`src/sv/ncle_pkg.sv`:
```
// ----------------------------------------------------------------------------
// ncle_pkg
// Shared types, request codes and lookup tables for the noise voice core.
// ----------------------------------------------------------------------------
package ncle_pkg;

   localparam int NCLE_TIMER_WIDTH = 12;
   localparam int NCLE_QUEUE_DEPTH = 4;

   localparam logic [2:0] REQ_REG_WRITE = 3'd0;
   localparam logic [2:0] REQ_TIMER     = 3'd1;
   localparam logic [2:0] REQ_ENVELOPE  = 3'd2;
   localparam logic [2:0] REQ_LENGTH    = 3'd3;
   localparam logic [2:0] REQ_ENABLE    = 3'd4;

   localparam logic [1:0] REG_CONTROL = 2'd0;
   localparam logic [1:0] REG_PERIOD  = 2'd2;
   localparam logic [1:0] REG_LENGTH  = 2'd3;

   typedef enum logic [2:0] {
      OP_NONE,
      OP_CONTROL,
      OP_PERIOD,
      OP_LOAD_LENGTH,
      OP_TIMER,
      OP_ENVELOPE,
      OP_LENGTH,
      OP_ENABLE
   } op_type;

   typedef struct packed {
      op_type     op;
      logic [7:0] data;
   } cmd_type;

   function automatic logic [15:0] period_lookup(input logic [3:0] idx);
      logic [15:0] val;
      case (idx)
         4'd0:    val = 16'd4;
         4'd1:    val = 16'd8;
         4'd2:    val = 16'd16;
         4'd3:    val = 16'd32;
         4'd4:    val = 16'd64;
         4'd5:    val = 16'd96;
         4'd6:    val = 16'd128;
         4'd7:    val = 16'd160;
         4'd8:    val = 16'd202;
         4'd9:    val = 16'd254;
         4'd10:   val = 16'd380;
         4'd11:   val = 16'd508;
         4'd12:   val = 16'd762;
         4'd13:   val = 16'd1016;
         4'd14:   val = 16'd2034;
         default: val = 16'd4068;
      endcase
      return val;
   endfunction

   function automatic logic [7:0] length_lookup(input logic [4:0] idx);
      logic [7:0] val;
      case (idx)
         5'd0:    val = 8'd10;
         5'd1:    val = 8'd254;
         5'd2:    val = 8'd20;
         5'd3:    val = 8'd2;
         5'd4:    val = 8'd40;
         5'd5:    val = 8'd4;
         5'd6:    val = 8'd80;
         5'd7:    val = 8'd6;
         5'd8:    val = 8'd160;
         5'd9:    val = 8'd8;
         5'd10:   val = 8'd60;
         5'd11:   val = 8'd10;
         5'd12:   val = 8'd14;
         5'd13:   val = 8'd12;
         5'd14:   val = 8'd26;
         5'd15:   val = 8'd14;
         5'd16:   val = 8'd12;
         5'd17:   val = 8'd16;
         5'd18:   val = 8'd24;
         5'd19:   val = 8'd18;
         5'd20:   val = 8'd48;
         5'd21:   val = 8'd20;
         5'd22:   val = 8'd96;
         5'd23:   val = 8'd22;
         5'd24:   val = 8'd192;
         5'd25:   val = 8'd24;
         5'd26:   val = 8'd72;
         5'd27:   val = 8'd26;
         5'd28:   val = 8'd16;
         5'd29:   val = 8'd28;
         5'd30:   val = 8'd32;
         default: val = 8'd30;
      endcase
      return val;
   endfunction

endpackage

```
`src/sv/noise_channel_lfsr_envelope_core.sv`:
```
// ----------------------------------------------------------------------------
// noise_channel_lfsr_envelope_core
// Noise voice with a 15-bit shift register, period timer, length counter
// and decay envelope; one result beat for every request beat.
//
//   Channel  Direction  Payload
//   req_     in         tuser: request type; tdata: register index, data byte
//   rsp_     out        tdata: sample level, length-active flag
//
// One request beat is accepted per clock unless the front register is held
// by a full queue; each result passes through the front register, the queue
// and the result register. Throughput is set by the back-end state update.
// A synchronous reset clears all voice state and the command queue.
// A stalled result port fills the four-entry queue before requests stall.
// ----------------------------------------------------------------------------
module noise_channel_lfsr_envelope_core #(
   parameter int TIMER_WIDTH = ncle_pkg::NCLE_TIMER_WIDTH
) (
   input  logic        clock,
   input  logic        reset,
   input  logic        req_tvalid,
   output logic        req_tready,
   input  logic [2:0]  req_tuser,  // [2:0] req_type
   input  logic [15:0] req_tdata,  // [1:0] reg_offset, [9:2] write_data
   output logic        rsp_tvalid,
   input  logic        rsp_tready,
   output logic [7:0]  rsp_tdata   // [3:0] sample, [4] length_active
);

   logic              push;
   logic              pop;
   logic              queue_full;
   logic              queue_empty;
   ncle_pkg::cmd_type push_cmd;
   ncle_pkg::cmd_type pop_cmd;

   ncle_front u_front (
      .clock      (clock),
      .reset      (reset),
      .req_tvalid (req_tvalid),
      .req_tready (req_tready),
      .req_tuser  (req_tuser),
      .req_tdata  (req_tdata),
      .push       (push),
      .push_cmd   (push_cmd),
      .queue_full (queue_full)
   );

   ncle_queue u_queue (
      .clock    (clock),
      .reset    (reset),
      .push     (push),
      .push_cmd (push_cmd),
      .full     (queue_full),
      .pop      (pop),
      .pop_cmd  (pop_cmd),
      .empty    (queue_empty)
   );

   ncle_back #(
      .TIMER_WIDTH (TIMER_WIDTH)
   ) u_back (
      .clock       (clock),
      .reset       (reset),
      .queue_empty (queue_empty),
      .pop_cmd     (pop_cmd),
      .pop         (pop),
      .rsp_tvalid  (rsp_tvalid),
      .rsp_tready  (rsp_tready),
      .rsp_tdata   (rsp_tdata)
   );

endmodule

```
`src/sv/ncle_front.sv`:
```
// ----------------------------------------------------------------------------
// ncle_front
// Accepts requests and decodes them into internal commands.
// ----------------------------------------------------------------------------
module ncle_front (
   input  logic              clock,
   input  logic              reset,
   input  logic              req_tvalid,
   output logic              req_tready,
   input  logic [2:0]        req_tuser,  // [2:0] req_type
   input  logic [15:0]       req_tdata,  // [1:0] reg_offset, [9:2] write_data
   output logic              push,
   output ncle_pkg::cmd_type push_cmd,
   input  logic              queue_full
);

   logic              valid_ff;
   logic              valid_in;
   ncle_pkg::cmd_type cmd_ff;
   ncle_pkg::cmd_type cmd_in;
   ncle_pkg::op_type  op_dec;

   always_comb begin
      op_dec = ncle_pkg::OP_NONE;
      unique case (req_tuser)
         ncle_pkg::REQ_REG_WRITE: begin
            unique case (req_tdata[1:0])
               ncle_pkg::REG_CONTROL: op_dec = ncle_pkg::OP_CONTROL;
               ncle_pkg::REG_PERIOD:  op_dec = ncle_pkg::OP_PERIOD;
               ncle_pkg::REG_LENGTH:  op_dec = ncle_pkg::OP_LOAD_LENGTH;
               default:               op_dec = ncle_pkg::OP_NONE;
            endcase
         end
         ncle_pkg::REQ_TIMER:    op_dec = ncle_pkg::OP_TIMER;
         ncle_pkg::REQ_ENVELOPE: op_dec = ncle_pkg::OP_ENVELOPE;
         ncle_pkg::REQ_LENGTH:   op_dec = ncle_pkg::OP_LENGTH;
         ncle_pkg::REQ_ENABLE:   op_dec = ncle_pkg::OP_ENABLE;
         default:                op_dec = ncle_pkg::OP_NONE;
      endcase
   end

   assign push       = valid_ff && !queue_full;
   assign req_tready = !valid_ff || !queue_full;
   assign push_cmd   = cmd_ff;

   always_comb begin
      valid_in = valid_ff;
      cmd_in   = cmd_ff;
      if (push) begin
         valid_in = 1'b0;
      end
      if (req_tvalid && req_tready) begin
         valid_in    = 1'b1;
         cmd_in.op   = op_dec;
         cmd_in.data = req_tdata[9:2];
      end
   end

   always_ff @(posedge clock) begin
      if (reset) begin
         valid_ff <= 1'b0;
      end else begin
         valid_ff <= valid_in;
      end
      cmd_ff <= cmd_in;
   end

endmodule

```
`src/sv/ncle_queue.sv`:
```
// ----------------------------------------------------------------------------
// ncle_queue
// Small command queue between the decode front and the execution back end.
// ----------------------------------------------------------------------------
module ncle_queue (
   input  logic              clock,
   input  logic              reset,
   input  logic              push,
   input  ncle_pkg::cmd_type push_cmd,
   output logic              full,
   input  logic              pop,
   output ncle_pkg::cmd_type pop_cmd,
   output logic              empty
);

   localparam int PtrW = $clog2(ncle_pkg::NCLE_QUEUE_DEPTH);
   localparam int CntW = $clog2(ncle_pkg::NCLE_QUEUE_DEPTH + 1);

   ncle_pkg::cmd_type        mem_ff [ncle_pkg::NCLE_QUEUE_DEPTH];
   logic [PtrW-1:0]          wr_ptr_ff;
   logic [PtrW-1:0]          wr_ptr_in;
   logic [PtrW-1:0]          rd_ptr_ff;
   logic [PtrW-1:0]          rd_ptr_in;
   logic [CntW-1:0]          count_ff;
   logic [CntW-1:0]          count_in;

   assign full    = (count_ff == CntW'(ncle_pkg::NCLE_QUEUE_DEPTH));
   assign empty   = (count_ff == '0);
   assign pop_cmd = mem_ff[rd_ptr_ff];

   always_comb begin
      wr_ptr_in = wr_ptr_ff;
      rd_ptr_in = rd_ptr_ff;
      count_in  = count_ff;
      if (push) begin
         wr_ptr_in = wr_ptr_ff + 1'b1;
      end
      if (pop) begin
         rd_ptr_in = rd_ptr_ff + 1'b1;
      end
      if (push && !pop) begin
         count_in = count_ff + 1'b1;
      end else if (pop && !push) begin
         count_in = count_ff - 1'b1;
      end
   end

   always_ff @(posedge clock) begin
      if (reset) begin
         wr_ptr_ff <= '0;
         rd_ptr_ff <= '0;
         count_ff  <= '0;
      end else begin
         wr_ptr_ff <= wr_ptr_in;
         rd_ptr_ff <= rd_ptr_in;
         count_ff  <= count_in;
      end
      if (push) begin
         mem_ff[wr_ptr_ff] <= push_cmd;
      end
   end

`ifndef SYNTHESIS
   a_no_overflow: assert property (@(posedge clock) disable iff (reset)
      !(push && full))
      else $error("Command queue written while full.");

   a_no_underflow: assert property (@(posedge clock) disable iff (reset)
      !(pop && empty))
      else $error("Command queue read while empty.");
`endif

endmodule

```
`src/sv/ncle_back.sv`:
```
// ----------------------------------------------------------------------------
// ncle_back
// Executes commands on the voice state and holds the result register.
// ----------------------------------------------------------------------------
module ncle_back #(
   parameter int TIMER_WIDTH = ncle_pkg::NCLE_TIMER_WIDTH
) (
   input  logic              clock,
   input  logic              reset,
   input  logic              queue_empty,
   input  ncle_pkg::cmd_type pop_cmd,
   output logic              pop,
   output logic              rsp_tvalid,
   input  logic              rsp_tready,
   output logic [7:0]        rsp_tdata  // [3:0] sample, [4] length_active
);

   logic [14:0]            lfsr_ff;
   logic [14:0]            lfsr_in;
   logic [TIMER_WIDTH-1:0] timer_ff;
   logic [TIMER_WIDTH-1:0] timer_in;
   logic [TIMER_WIDTH-1:0] reload_ff;
   logic [TIMER_WIDTH-1:0] reload_in;
   logic                   short_ff;
   logic                   short_in;
   logic                   halt_ff;
   logic                   halt_in;
   logic                   const_vol_ff;
   logic                   const_vol_in;
   logic [3:0]             env_period_ff;
   logic [3:0]             env_period_in;
   logic [7:0]             length_ff;
   logic [7:0]             length_in;
   logic                   restart_ff;
   logic                   restart_in;
   logic [3:0]             divider_ff;
   logic [3:0]             divider_in;
   logic [3:0]             decay_ff;
   logic [3:0]             decay_in;
   logic                   enabled_ff;
   logic                   enabled_in;
   logic                   rsp_valid_ff;
   logic                   rsp_valid_in;
   logic [4:0]             rsp_data_ff;
   logic [4:0]             rsp_data_in;
   logic [15:0]            period_full;
   logic                   feedback;
   logic [3:0]             level;

   assign pop         = !queue_empty && (!rsp_valid_ff || rsp_tready);
   assign rsp_tvalid  = rsp_valid_ff;
   assign rsp_tdata   = {3'b000, rsp_data_ff};
   assign period_full = ncle_pkg::period_lookup(pop_cmd.data[3:0]);
   assign feedback    = lfsr_ff[0] ^ (short_ff ? lfsr_ff[6] : lfsr_ff[1]);

   always_comb begin
      lfsr_in       = lfsr_ff;
      timer_in      = timer_ff;
      reload_in     = reload_ff;
      short_in      = short_ff;
      halt_in       = halt_ff;
      const_vol_in  = const_vol_ff;
      env_period_in = env_period_ff;
      length_in     = length_ff;
      restart_in    = restart_ff;
      divider_in    = divider_ff;
      decay_in      = decay_ff;
      enabled_in    = enabled_ff;
      if (pop) begin
         case (pop_cmd.op)
            ncle_pkg::OP_CONTROL: begin
               halt_in       = pop_cmd.data[5];
               const_vol_in  = pop_cmd.data[4];
               env_period_in = pop_cmd.data[3:0];
            end
            ncle_pkg::OP_PERIOD: begin
               short_in  = pop_cmd.data[7];
               reload_in = period_full[TIMER_WIDTH-1:0];
            end
            ncle_pkg::OP_LOAD_LENGTH: begin
               if (enabled_ff) begin
                  length_in = ncle_pkg::length_lookup(pop_cmd.data[7:3]);
               end
               restart_in = 1'b1;
            end
            ncle_pkg::OP_TIMER: begin
               if (timer_ff == '0) begin
                  timer_in = reload_ff;
                  lfsr_in  = {feedback, lfsr_ff[14:1]};
               end else begin
                  timer_in = timer_ff - {{(TIMER_WIDTH-1){1'b0}}, 1'b1};
               end
            end
            ncle_pkg::OP_ENVELOPE: begin
               if (restart_ff) begin
                  restart_in = 1'b0;
                  decay_in   = 4'd15;
                  divider_in = env_period_ff;
               end else if (divider_ff == 4'd0) begin
                  divider_in = env_period_ff;
                  if (decay_ff != 4'd0) begin
                     decay_in = decay_ff - 4'd1;
                  end else if (halt_ff) begin
                     decay_in = 4'd15;
                  end
               end else begin
                  divider_in = divider_ff - 4'd1;
               end
            end
            ncle_pkg::OP_LENGTH: begin
               if (!halt_ff && length_ff != 8'd0) begin
                  length_in = length_ff - 8'd1;
               end
            end
            ncle_pkg::OP_ENABLE: begin
               enabled_in = pop_cmd.data[0];
               if (!pop_cmd.data[0]) begin
                  length_in = 8'd0;
               end
            end
            default: begin
            end
         endcase
      end
   end

   always_comb begin
      if (length_in == 8'd0 || lfsr_in[0]) begin
         level = 4'd0;
      end else begin
         level = const_vol_in ? env_period_in : decay_in;
      end
      rsp_valid_in = rsp_valid_ff;
      rsp_data_in  = rsp_data_ff;
      if (rsp_valid_ff && rsp_tready) begin
         rsp_valid_in = 1'b0;
      end
      if (pop) begin
         rsp_valid_in = 1'b1;
         rsp_data_in  = {(length_in != 8'd0), level};
      end
   end

   always_ff @(posedge clock) begin
      if (reset) begin
         lfsr_ff       <= 15'd1;
         timer_ff      <= '0;
         reload_ff     <= TIMER_WIDTH'(4);
         short_ff      <= 1'b0;
         halt_ff       <= 1'b0;
         const_vol_ff  <= 1'b0;
         env_period_ff <= 4'd0;
         length_ff     <= 8'd0;
         restart_ff    <= 1'b0;
         divider_ff    <= 4'd0;
         decay_ff      <= 4'd0;
         enabled_ff    <= 1'b0;
         rsp_valid_ff  <= 1'b0;
      end else begin
         lfsr_ff       <= lfsr_in;
         timer_ff      <= timer_in;
         reload_ff     <= reload_in;
         short_ff      <= short_in;
         halt_ff       <= halt_in;
         const_vol_ff  <= const_vol_in;
         env_period_ff <= env_period_in;
         length_ff     <= length_in;
         restart_ff    <= restart_in;
         divider_ff    <= divider_in;
         decay_ff      <= decay_in;
         enabled_ff    <= enabled_in;
         rsp_valid_ff  <= rsp_valid_in;
      end
      rsp_data_ff <= rsp_data_in;
   end

`ifndef SYNTHESIS
   a_lfsr_nonzero: assert property (@(posedge clock) disable iff (reset)
      lfsr_ff != 15'd0)
      else $error("Noise shift register reached the all-zero lockup state.");

   a_disable_clears_length: assert property (@(posedge clock) disable iff (reset)
      (pop && pop_cmd.op == ncle_pkg::OP_ENABLE && !pop_cmd.data[0])
      |=> (length_ff == 8'd0 && !rsp_data_ff[4]))
      else $error("Disabling the voice did not clear the length counter.");
`endif

endmodule

```
`config.mk`:
```
export PLATFORM = sky130hd
export DESIGN_NAME = noise_channel_lfsr_envelope_core
export DESIGN_NICKNAME = d
export VERILOG_FILES = /design/src/sv/ncle_pkg.sv /design/src/sv/noise_channel_lfsr_envelope_core.sv /design/src/sv/ncle_front.sv /design/src/sv/ncle_queue.sv /design/src/sv/ncle_back.sv
export SDC_FILE = /design/constraint.sdc
export NUM_CORES = 1
export LEC_CHECK = 0
export BUFFER_PORTS_ARGS = -buffer_cell sky130_fd_sc_hd__buf_2
export CAP_MARGIN = 20
export CORE_MARGIN = 4
export CORE_UTILIZATION = 40
export CTS_CLUSTER_SIZE = 28
export DETAILED_ROUTE_END_ITERATION = 8
export GPL_TIMING_DRIVEN = 0
export PLACE_DENSITY = 0.6
export SLEW_MARGIN = 15
export SYNTH_ARGS = -nofsm -noshare
export SYNTH_HDL_FRONTEND = slang
export SYNTH_SLANG_ARGS = --single-unit
```
`constraint.sdc`:
```
create_clock -name clock -period 6.6 [get_ports clock]
set_input_delay 1.32 -clock clock [delete_from_list [all_inputs] [get_ports clock]]
set_output_delay 1.32 -clock clock [all_outputs]
set_load 0.01 [all_outputs]
```
=== Word level (Yosys, flattened, before mapping) ===
Memory sizes are Yosys's and may differ from the RTL's. A register that Yosys moved wholly into a read port is not among the register bits.
Index checks and enable logic that the tools add are counted.

* $add $sub $neg: 8
* Equality and inequality tests: 14
* Multiplexer cells: 36
* Bitwise gates (word level): 1
* Reductions and logical operators: 37

{| class="wikitable"
|+ Operators by type and width
! operator !! number
|-
| $mux W4 || 11
|-
| $mux W8 || 4
|-
| $pmux W8 S3 || 1
|-
| $eq A3 B3 Y1 const B || 6
|-
| $reduce_bool A8 Y1 || 2
|-
| $pmux W3 S5 || 1
|-
| $eq A3 B2 Y1 const B || 4
|-
| $logic_not A12 Y1 || 1
|-
| $mux W1 || 12
|-
| $mux W12 || 1
|-
| $reduce_and A2 Y1 || 6
|-
| $sub A12 B1 Y12 const B || 1
|-
| $logic_not A8 Y1 || 1
|-
| $reduce_bool A2 Y1 || 4
|-
| $sub A4 B1 Y4 const B || 2
|-
| $sub A8 B1 Y8 const B || 1
|-
| $logic_and A1 B1 Y1 || 7
|-
| $logic_not A1 Y1 || 7
|-
| $eq A3 B1 Y1 const B || 2
|-
| $logic_not A3 Y1 || 2
|-
| $mux W3 || 2
|-
| $pmux W2 S3 || 1
|-
| $add A2 B1 Y2 const B || 2
|-
| $eq A2 B2 Y1 const B || 2
|-
| other kinds (10) || 13
|}

* Register bits: 89
* RAM bits: 44
* Bits in read-only memories: 400
* Bits of input ports: 23
* Output and inout port bits: 10
* Memories: 3

{| class="wikitable"
|+ Memory list
! memory !! words !! width !! rd ports !! clocked after Yosys merged registers in !! write ports !! line !! text
|-
| (no name shown) || 32 || 7 || 1 || 0 || 0 || ncle_pkg.sv:61 || <nowiki>case (idx)</nowiki>
|-
| (no name shown) || 16 || 11 || 1 || 1 || 0 || ncle_pkg.sv:38 || <nowiki>case (idx)</nowiki>
|-
| u_queue.mem_ff || 4 || 11 || 1 || 1 || 1 || ncle_queue.sv:19 || <nowiki>ncle_pkg::cmd_type mem_ff [ncle_pkg::NCLE_QUEUE_DEPTH];</nowiki>
|}

=== Depth between registers and ports, before layout ===
* Word-level depth: 7
* Depth in mapped cells: 13
* Depth with buffers taken out: 11

=== Hierarchy ===
From an unflattened synthesis, not the netlist that was laid out.

* Cell total of the unflattened synthesis: 625
* Area total of the unflattened synthesis: 6454.9 sq um

{| class="wikitable"
|+ Modules (own cells, without submodules)
! module !! times used !! cells each !! area an instance (sq um)
|-
| ncle_back || 1 || 497 || 3988.8
|-
| ncle_queue || 1 || 101 || 2018.2
|-
| ncle_front || 1 || 27 || 447.9
|}

=== Worst setup path before layout ===
No wires, ideal clock.

* Path type: input to register
* Start point: input rsp_tready
* End point: register u_back.rsp_data_ff[3], data pin
* Library setup time: 0.255 ns
* Data arrival time: 3.150 ns
* Setup slack: 3.195 ns
* Cell stages on the path: 10
* Cells stage by stage: or2b_2 > nand2_1 > inv_1 > clkbuf_8 > nand3_1 > o21ai_0 > a311oi_2 > o2111ai_1 > nor4_4 > and3b_1

* Cells in the longest elaborated chain, start to end: 5
* Elaborated cells between the ends (all ways): 10
* Those cells by class: mux: 6; reduce/logical: 4

{| class="wikitable"
|+ Ends and longest elaborated chain
! what !! line !! text
|-
| start: declaration || noise_channel_lfsr_envelope_core.sv:26 || <nowiki>input logic rsp_tready,</nowiki>
|-
| $logic_or A1 B1 Y1 * || ncle_back.sv:50 || <nowiki>assign pop = !queue_empty && (!rsp_valid_ff || rsp_tready);</nowiki>
|-
| $logic_and A1 B1 Y1 * || ncle_back.sv:50 ||
|-
| named net pop || noise_channel_lfsr_envelope_core.sv:31 || <nowiki>logic pop;</nowiki>
|-
| $mux W8 || ncle_back.sv:69 || <nowiki>if (pop) begin</nowiki>
|-
| $logic_not A8 Y1 || ncle_back.sv:128 || <nowiki>if (length_in == 8'd0 || lfsr_in[0]) begin</nowiki>
|-
| $logic_or A1 B1 Y1 || ncle_back.sv:128 ||
|-
| end signal: assignment || ncle_back.sv:174 || <nowiki>rsp_data_ff <= rsp_data_in;</nowiki>
|-
| end: declaration || ncle_back.sv:44 || <nowiki>logic [4:0] rsp_data_ff;</nowiki>
|}

The timed path passes the listed nets; every way through them passes the cells marked *.
A chain may end at the register's enable or synchronous reset.

==> run_results.csv <==
group,metric,value,unit
floorplan,die_area,0.01849,mm²
route,wl_per_cell,16.07,µm
sta,timing.hold.ws,452.2,ps
floorplan,initial_core_util,41.09,%
final_layout,fin_util,47.13,%
final_layout,seqCellArea,0.003283,mm²
pwr,total_leakage_power,2.743,nW
route,num_vias,5014,
placement,io_buffers,22,
final_layout,layout-drive-gt1-share,13.30,%
final_layout,n_antenna_cell,0,
route,drc,0,
pwr,pwr-share-clk,29.6,%
placement,dp_hpwl,10.59,mm
cts,clk-insertion-delay-late,420,ps
synthesis,synth_area,0.006551,mm²
cts,path_clk_slew,60,ps
placement,dpl.cell_count,891,
sta,skew,7.457,ps
pwr,p_int,1.895,mW
final_layout,nNetsFinal,736,
floorplan,core.rowCount,46,
global_routing,grt-ovfl-total,0,
cts,clockRootBuffer,"clkbuf_16",
pwr,seqPwrFrac,34.0,%
sta,fmax,259.5,MHz
sta,grt_setup_unrepaired,"no",
sta,tightest_slew,772.3,ps
final_layout,stdcell_count,923,
pwr,p_comb_share,36.4,%
pwr,peakVddDrop,220.2,µV
critical_path,cp_max_fo,13,
sta,finalCriticalPeriod,3854,ps
floorplan,die_width,136.0,µm
cts,cts_buffer_depth,2,
pwr,sw_frac_of_total,37.90,%
final_layout,finish.instance_area,0.007513,mm²
sta,max_slew_margin,48.35,%
route,drt_wl_total,14.84,mm
run_status,status,"finished clean",
sta,timing.final.crit_share,58.39,%
route,first_pass_iters,5,
floorplan,die-height,136.0,µm
final_layout,fillCellCount,1504,
route,drtIter0Drc,336,
cts,cts_buffers,17,
global_routing,antenna_found_initial,0,
synthesis,yosysUniqueCellTypes,72,
synthesis,synth_cells,651,
placement,routabilityCongestion,0.9053,
job,max_cap_viol_count,0,
critical_path,start_kind,"flop",
critical_path,crit_arrival,4030,ps
critical_path,cp-end-kind,"flop",
sta,report.final.hold_viol_count,0,
cts,cts_setup_buffers,0,
route,ant_nets,0,
cts,clkSinkCount,134,
placement,place_area,0.006945,mm²
synthesis,synth-seq-area-share,50.11,%
sta,setup_viol,0,
synthesis,async_flop_share,0,%
pwr,totalPowerFinal,3.051,mW
global_routing,grt.total_usage,16.72,%
global_routing,grt_first_pass_wirelength,24.07,mm
synthesis,syn_avg_cell_area,10.06,µm²
synthesis,synth_edf_count,60,
worst_hold_path,hold_path_class,"reg -> reg",
global_routing,grt_start_max_net_pins,17,
final_layout,area_growth_syn_to_layout,14.69,%
floorplan,core-area,0.01594,mm²
cts,cts_resized,0,
critical_path,required,6780,ps
cts,cts_hold_buf,0,
cts,cts_tree,"done",
sta,setup_tns,0,ps
route,avgViaCountPerCell,5.432,
pwr,p_sw,1.156,mW
cts,htree_num_levels,4,
floorplan,ios,33,
critical_path,crit_type,"reg -> reg",
synthesis,synth_flop_cell,"dfxtp_1",
pwr,p_per_area,406.1,mW/mm²
sta,fin_ws,2746,ps
synthesis,ys_ff_latch,134,
sta,finalMaxSlewViolations,0,
final_layout,multi_input_area,0.002957,mm²
synthesis,ys.warnings.count,0,
placement,dp_slack,2790,ps
global_routing,grt_pass1_vias,4800,
-- path summary, 6_finish.rpt --
path                            slack (ps)  cells after the start                             endpoint                           start
worst max-delay path                  2750                     12  u_back.rsp_data_ff[3]$_SDFFCE_PP0P_                            flop
worst min-delay path                   450                      2       u_back.lfsr_ff[4]$_SDFFE_PP0P_  u_back.lfsr_ff[4]$_SDFFE_PP0P_
worst max register to register        2750                     12  u_back.rsp_data_ff[3]$_SDFFCE_PP0P_                            flop
worst min register to register         450                      2       u_back.lfsr_ff[4]$_SDFFE_PP0P_  u_back.lfsr_ff[4]$_SDFFE_PP0P_
-- critical path, stage by stage, from the launching register on --
cell       delay (ps)
dfxtp_1           360
buf_6             200
mux4_1            620
inv_1              90
buf_2             300
ha_1              300
or3_1             370
a21oi_1           240
a311oi_2           80
o21ai_2           200
o2111ai_1         220
nor4_4            410
and3b_1           220
-- registers in the layout (all words and copies together) (netlist names), 2 cells and up, named ones only --
register and count:
u_back.decay_ff 4, u_back.lfsr_ff 15, u_front.push_cmd 11, u_queue.count_ff 3, u_queue.rd_ptr_ff 2, u_queue.mem_ff 44
u_back.reload_ff 11, u_back.rsp_data_ff 5, u_back.env_period_ff 4, u_back.divider_ff 4, u_queue.wr_ptr_ff 2, u_back.length_ff 8
u_back.timer_ff 12
-- metal layers --
metal	up-vias	wire length, µm	track usage, %
li1	2449	-	-
met1	2382	6850	21.99
met2	152	6878	26.33
met3	31	734	3.775
met4	0	374	7.671
met5	-	0	0
-- power groups by stage --
stage               clock, mW  combinational [mW]  sequential [mW]
detailed placement          0                1.10             1.05
floorplan                   0               0.826             1.04
global route            0.956                1.23             1.05
global placement            0                1.08             1.05
CTS                     0.920                1.10             1.04
finish                  0.904                1.11             1.04
-- Yosys cell counts, types with 3 or more instances --
cell type,instances,area (µm²)
nor2b_1,7,43.79
mux4_2,6,135.1
nor3_1,15,75.07
or3_1,8,50.05
a22oi_1,5,37.54
buf_4,3,22.52
o211ai_1,4,30.03
nand4_1,4,25.02
xor2_1,4,35.03
edfxtp_1,60,1802
nor3b_1,3,22.52
buf_6,3,33.78
clkbuf_8,5,68.82
o21a_1,3,22.52
nor4b_1,3,26.28
nand2b_1,8,50.05
dfxtp_1,74,1481
a31o_2,3,26.28
inv_1,27,101.4
nand3_1,8,40.04
o22ai_1,3,18.77
o211a_1,3,30.03
and2_1,6,37.54
mux4_1,5,131.4
a211oi_1,5,37.54
nand3b_1,4,30.03
ha_1,18,225.2
a31oi_1,10,62.56
xnor2_1,3,26.28
o31ai_1,6,45.04
mux2i_1,16,160.2
nor4_1,8,50.05
nor2_1,70,262.8
a221oi_1,3,26.28
nand2_1,75,281.5
a21oi_1,62,310.3
o21ai_0,33,165.2
buf_2,4,20.02
clkbuf_1,21,78.83
-- final cells by class --
type / count / share of cell area (%)
Sequential cell: 134 / 43.70
Inverter: 27 / 1.349
Tap cell: 216 / 3.597
Timing Repair Buffer: 22 / 1.465
Buffer: 36 / 2.981
Clock buffer: 17 / 5.662
Multi-Input combinational cell: 456 / 39.35
Clock inverter: 15 / 1.898
-- kinds of logic (layout without fill, tap and decap cells) --
kind of cell / count (synthesis) / in the layout / synth area share (%)
AOI/OAI and AO/OA: 163 / 163 / 15.89
and+or+nand+nor: 234 / 234 / 17.30
buffers and inverters: 63 / 117 / 4.966
xor gates and xnor gates: 7 / 7 / 0.9358
DFF: 134 / 134 / 50.11
adders and majority gates: 21 / 21 / 4.049
muxes: 28 / 28 / 6.684
other: 1 / 3 / 0.05724
-- cell usage in the layout, fill, tap and decap left out, types with 8 or more instances in the layout --
master,netlist,routed
a21oi_1,62,62
a31oi_1,10,9
buf_2,4,26
clkbuf_1,21,21
clkbuf_16,0,17
dfxtp_1,74,74
edfxtp_1,60,60
ha_1,18,18
inv_1,27,27
mux2i_1,16,16
nand2_1,75,75
nand2b_1,8,8
nand3_1,8,8
nor2_1,70,70
nor3_1,15,15
nor4_1,8,8
o21ai_0,33,33
or3_1,8,8
No activity file was read; power rests on OpenSTA's default activity.
